--- config.mk ---
export PLATFORM = sky130hd
export DESIGN_NAME = rdp_cell
export DESIGN_NICKNAME = d
export VERILOG_FILES = /design/src/rtl/rdp_pkg.sv /design/src/rtl/rdp_cell.sv
export SDC_FILE = /design/constraint.sdc
export NUM_CORES = 1
export LEC_CHECK = 0
export BUFFER_PORTS_ARGS = -buffer_cell sky130_fd_sc_hd__buf_2
export CAP_MARGIN = 20
export CORE_MARGIN = 1
export CORE_UTILIZATION = 44
export CTS_BUF_LIST = sky130_fd_sc_hd__clkbuf_8
export DETAILED_ROUTE_END_ITERATION = 10
export MAX_ROUTING_LAYER = met4
export PLACE_DENSITY = 0.82
export SYNTH_ARGS = -nofsm -noshare
export SYNTH_HDL_FRONTEND = slang
export SYNTH_SLANG_ARGS = --single-unit
--- constraint.sdc ---
create_clock -name clock -period 1.6 [get_ports clock]
set_input_delay 0.32 -clock clock [delete_from_list [all_inputs] [get_ports clock]]
set_output_delay 0.32 -clock clock [all_outputs]
set_load 0.02 [all_outputs]
--- src/rtl/rdp_pkg.sv ---
// ----------------------------------------------------------------------------
// rdp_pkg
// Shared widths and types for the reuse distance profiler.
// ----------------------------------------------------------------------------
package rdp_pkg;

   localparam int SYM_W             = 8;
   localparam int DIST_W            = 8;
   localparam int SUM_W             = 24;
   localparam int CNT_W             = 16;
   localparam int ALPHABET_SIZE_DEF = 256;

   // search token that walks down the stack, one cell per cycle
   typedef struct packed {
      logic             valid;
      logic [SYM_W-1:0] key;    // symbol being looked up
      logic [SYM_W-1:0] carry;  // symbol pushed one place deeper
   } tok_type;

   // per-cell outcome while the token sits at that cell
   typedef struct packed {
      logic done;  // token stops here
      logic hit;   // stopped on a matching entry
   } cell_stat_type;

endpackage

--- src/rtl/rdp_cell.sv ---
// ----------------------------------------------------------------------------
// rdp_cell
// One entry of the LRU stack: takes the carried symbol, hands its own symbol
// on to the next deeper cell unless it matches the key or is empty.
// ----------------------------------------------------------------------------
module rdp_cell (
   input  logic                  clock,
   input  logic                  reset,
   input  logic                  clear,
   input  rdp_pkg::tok_type      tok_in,
   output rdp_pkg::tok_type      tok_out,
   output rdp_pkg::cell_stat_type stat
);
   import rdp_pkg::*;

   logic             valid_ff;
   logic [SYM_W-1:0] sym_ff;
   tok_type          tok_ff;
   logic             match;

   assign match     = valid_ff && (sym_ff == tok_in.key);
   assign stat.done = tok_in.valid && (!valid_ff || match);
   assign stat.hit  = tok_in.valid && match;
   assign tok_out   = tok_ff;

   always_ff @(posedge clock) begin
      if (reset || clear) begin
         valid_ff <= 1'b0;
      end else if (tok_in.valid) begin
         valid_ff <= 1'b1;
      end
   end

   always_ff @(posedge clock) begin
      if (tok_in.valid) begin
         sym_ff <= tok_in.carry;
      end
   end

   always_ff @(posedge clock) begin
      if (reset) begin
         tok_ff.valid <= 1'b0;
      end else begin
         tok_ff.valid <= tok_in.valid && valid_ff && !match;
      end
      tok_ff.key   <= tok_in.key;
      tok_ff.carry <= sym_ff;
   end

endmodule

# ---- Word-level counts from Yosys, hierarchy flattened
# Cells that the tools add are included.
dict set report word_totals {
  reg_bits 26
  memories 0
  input_bits 20
  rom_bits 0
  wordCells 15
  latch_bits 0
  ramBits 0
}
dict set report op_classes {
  shifts 0
  eq_ne 1
  bitwise 0
  n_addsub 0
  mux 0
  div_mod_pow 0
  n_reduce_logical 9
  order_cmp 0
  mul 0
}
# op n
set op_table {}
lappend op_table {{$eq 8x8->1} 1}
lappend op_table {{$logic_and 1x1->1} 5}
lappend op_table {{$logic_not 1->1} 2}
lappend op_table {{$logic_or 1x1->1} 2}

# ---- Logic depth before layout (Yosys ltp)
dict set report logic_depth {
  ltp_word 4
  depth_mapped 4
}

# ---- Worst setup path after synthesis
# No wires, ideal clock.
dict set report synth_timing {
  kind {register to output}
  start {register sym_ff[5]}
  end {output stat[1] (netlist bit)}
  required_ns 1.280
  arrival_time_ns 1.326
  setup_slack_ns -0.046
  path_buffers 0
  stages_incl_launch_ff 5
  cell_sequence {edfxtp_1 > xor2_1 > nor4_1 > nand2_1 > a21boi_1}
}
# element line
set synth_lines {}
lappend synth_lines {{start, declared} rdp_cell.sv:17} ;# logic [SYM_W-1:0] sym_ff;
lappend synth_lines {{start signal, assigned} rdp_cell.sv:36} ;# sym_ff <= tok_in.carry;
lappend synth_lines {{end, declared} rdp_cell.sv:12} ;# output rdp_pkg::cell_stat_type stat

==> results by group <==
STA
  – Relative slew slack: 0.8304
  – Slew @ Worst Pin: 252.1 ps
  – Hold Violations, Final: 0
  – Post-route setup slack: -331.5 ps
  – Max Clock Freq: 517.7 MHz
  – Tmin final: 1931 ps
  – Final Slew Violations: 0
  – WHS: 173.2 ps
  – RSZ-0062 raised after global routing: true
  – Final setup viols: 2
  – Skew final: 1.004 ps
  – Period utilization: 1.207

GRT
  – Remaining Overflow, GRT: 0
  – Initial antenna violation count: 0
  – Global-route wire length before repair: 1.787 mm
  – Largest net degree at the start of global routing: 15
  – GRT Total Usage: 0.1479
  – Vias in the first global route: 447

Yosys
  – Synth top cells by count: 18 x dfxtp_1, 8 x edfxtp_1, 8 x xor2_1
  – FF+latch count, synth: 26
  – Total nets after synthesis: 63
  – Most common cell in the netlist: dfxtp_1
  – Area leader, netlist: dfxtp_1
  – Register area share after synthesis: 0.8362
  – YS warnings: 0
  – Avg Cell Area, Syn: 16.70 µm²
  – Synth top area cells: dfxtp_1 50%, edfxtp_1 33%, xor2_1 9.8%
  – Cells after Synth: 43
  – Cell area after synthesis: 718.2 µm²
  – Area share of the largest cell type after synthesis: 0.5017
  – Synth Flop Type: dfxtp_1
  – Asr flop ratio synth: 0
  – EDFF count, synth: 8
  – Post-synthesis cell type count: 9

Worst hold path
  – HP Class: in2reg
  – Hold depth: 1
  – Worst Hold End: tok_out[11]
  – Hold_sp: tok_in[11]

Detailed routing
  – Post-route ant nets: 0
  – Number of DRC markers in iteration 0: 8
  – Residual DRC count: 0
  – Via-to-Cell Ratio: 4.500
  – DRT Wirelength: 1.207 mm
  – Routed wire per std cell: 11.61 µm
  – Router iterations before antenna repair: 2
  – Via count: 468

Power and ir drop
  – Switching Share: 0.2297
  – Combinational Power Share: 0.110
  – VDD IR max: 0.0009094 V
  – Internal power: 954.4 µW
  – NetSw: 284.6 µW
  – Leak Pwr: 0.4812 nW
  – Clock power share: 0.291
  – PD cells: 1216 nW/µm²
  – Sequential Power Share: 0.599

Clocking
  – Clk sinks: 26
  – Root Buffer: clkbuf_8
  – CTS tree: yes
  – Clock transition at path regs: 80 ps
  – CTS Hold Bufs: 0
  – H-tree Lvls: 1
  – Clk Latency, worst-skew pair: 260 ps
  – TritonCTS buffer count: 3
  – Maximum buffer depth of the clock tree: 2

Layout
  – N_diodes: 0
  – Cell area after layout: 1018 µm²
  – Layout cells sized above 1: 0.5341
  – Footprint of the multi-input gates: 135.1 µm²
  – Post-route insts no fill: 104
  – Sequential cell area: 600.6 µm²
  – Area delta synth->final: 41.81%
  – Fillers: 116
  – Fin nets: 109

Die
  – IO Pins: 39
  – Core Area: 1524 µm²
  – Initial core utilization: 0.4713
  – Die width: 42.40 µm
  – Std-Cell Rows: 14
  – Die Y: 42.40 µm
  – Die ar.: 1798 µm²

Placed design
  – Post-placement cell count: 98
  – Detailed Place HPWL: 902.1 µm
  – Routability Congestion: 0.6726
  – Post-DP Area: 939.7 µm²
  – I/O Buffers: 38

Run status
  – Failing checks: negative setup slack
  – Outcome: complete, but fails checks

Setup path
  – Worst EP arrival: 1610 ps
  – Crit. End Element: primary output
  – Crit-path max FO: 2
  – R2r setup slk: 400 ps
  – Reg2reg end: tok_out[16]
  – R2r startpoint: sym_ff[0]
  – Kind of critical path: reg2out
  – Worst EP required: 1280 ps
  – CP startpoint kind: flop
  – R2r worst-path depth: 4

Flow run
  – Max_cap viols: 0
==> critical path, stage by stage (launching register included) <==
cell	delay, ps
edfxtp_1	400
xor2_1	160
nor4_1	290
buf_4	180
nand2_4	50
a21boi_2	110
buf_4	150
==> timing repair <==
item	4_1_cts	5_1_grt
gates resized for setup	5	0
endpoints found under the setup margin	2	2
pin swaps	3	1
setup buffers	2	0
==> final cells by class <==
type	instances	area share
clock buffer	3	0.04054
sequential	26	0.5897
multi-input combinational	17	0.1327
timing repair buffer	41	0.2138
tap	16	0.01966
clock inverter	1	0.003685
==> worst max-delay path by stage <==
stage,startpoint,endpoint,slack (ps),depth (start not counted)
2_1_floorplan,sym_ff[5],stat[0],-6,4
5_1_grt,sym_ff[5],stat[1],-420,6
3_3_place_gp,tok_in[13],stat[1],-150,6
4_1_cts,sym_ff[0],stat[1],-320,6
6_report,sym_ff[0],stat[1],-330,6
3_5_place_dp,tok_in[13],stat[1],-160,6
==> registers in the layout, indices dropped and copies added, names as in the netlist <==
register	count
valid_ff	1
sym_ff	8
tok_out	17
==> routing by layer <==
layer | up-vias | share of wire | GRT usage
li1 | 236 | - | -
met1 | 206 | 0.38 | 0.1624
met2 | 22 | 0.52 | 0.2277
met3 | 4 | 0.066 | 0.03879
met4 | 0 | 0.034 | 0.1125
met5 | - | 0 | -
==> through the flow <==
step / utilization / total power, mW / setup WS (ps) / TNS, ps
after global placement: 0.6166 / 0.8774 / -145.4 / -267.3
after detailed placement: 0.6166 / 0.8833 / -158.0 / -272.5
after floorplan: - / 0.8158 / -5.853 / -5.853
after CTS: 0.6683 / 1.245 / -323.6 / -607.3
final: 0.6683 / 1.239 / -331.5 / -627.4
after global routing: 0.6683 / 1.285 / -423.9 / -810.8
==> power groups by stage <==
stage          Sequential [mW]  Combinational [mW]  Clock (mW)
2_1_floorplan            0.792              0.0241           0
3_3_place_gp             0.756               0.121           0
3_5_place_dp             0.758               0.125           0
4_1_cts                  0.743               0.137       0.365
5_1_grt                  0.747               0.145       0.393
6_report                 0.742               0.137       0.360
==> placed cells by master, fill, tap and decap left out <==
cell,count
nor4_2,1
clkinv_1,1
edfxtp_1,8
a21boi_2,1
nor3_1,1
buf_2,36
buf_4,5
a211oi_1,1
clkbuf_8,3
nor4_1,1
nand2_4,1
xor2_1,8
nor2_1,2
dfxtp_1,18
nand2_1,1
==> cells by family (layout without fill, tap and decap cells) <==
logic type             after synthesis  count (layout)  synth area share
buffers and inverters                0              45                 0
XOR/XNOR                             8               8           0.09756
AND/OR/NAND/NOR                      7               7           0.04529
flip-flops                          26              26            0.8362
AO/OA/AOI/OAI                        2               2           0.02091
(Power assumes the default switching activity.)
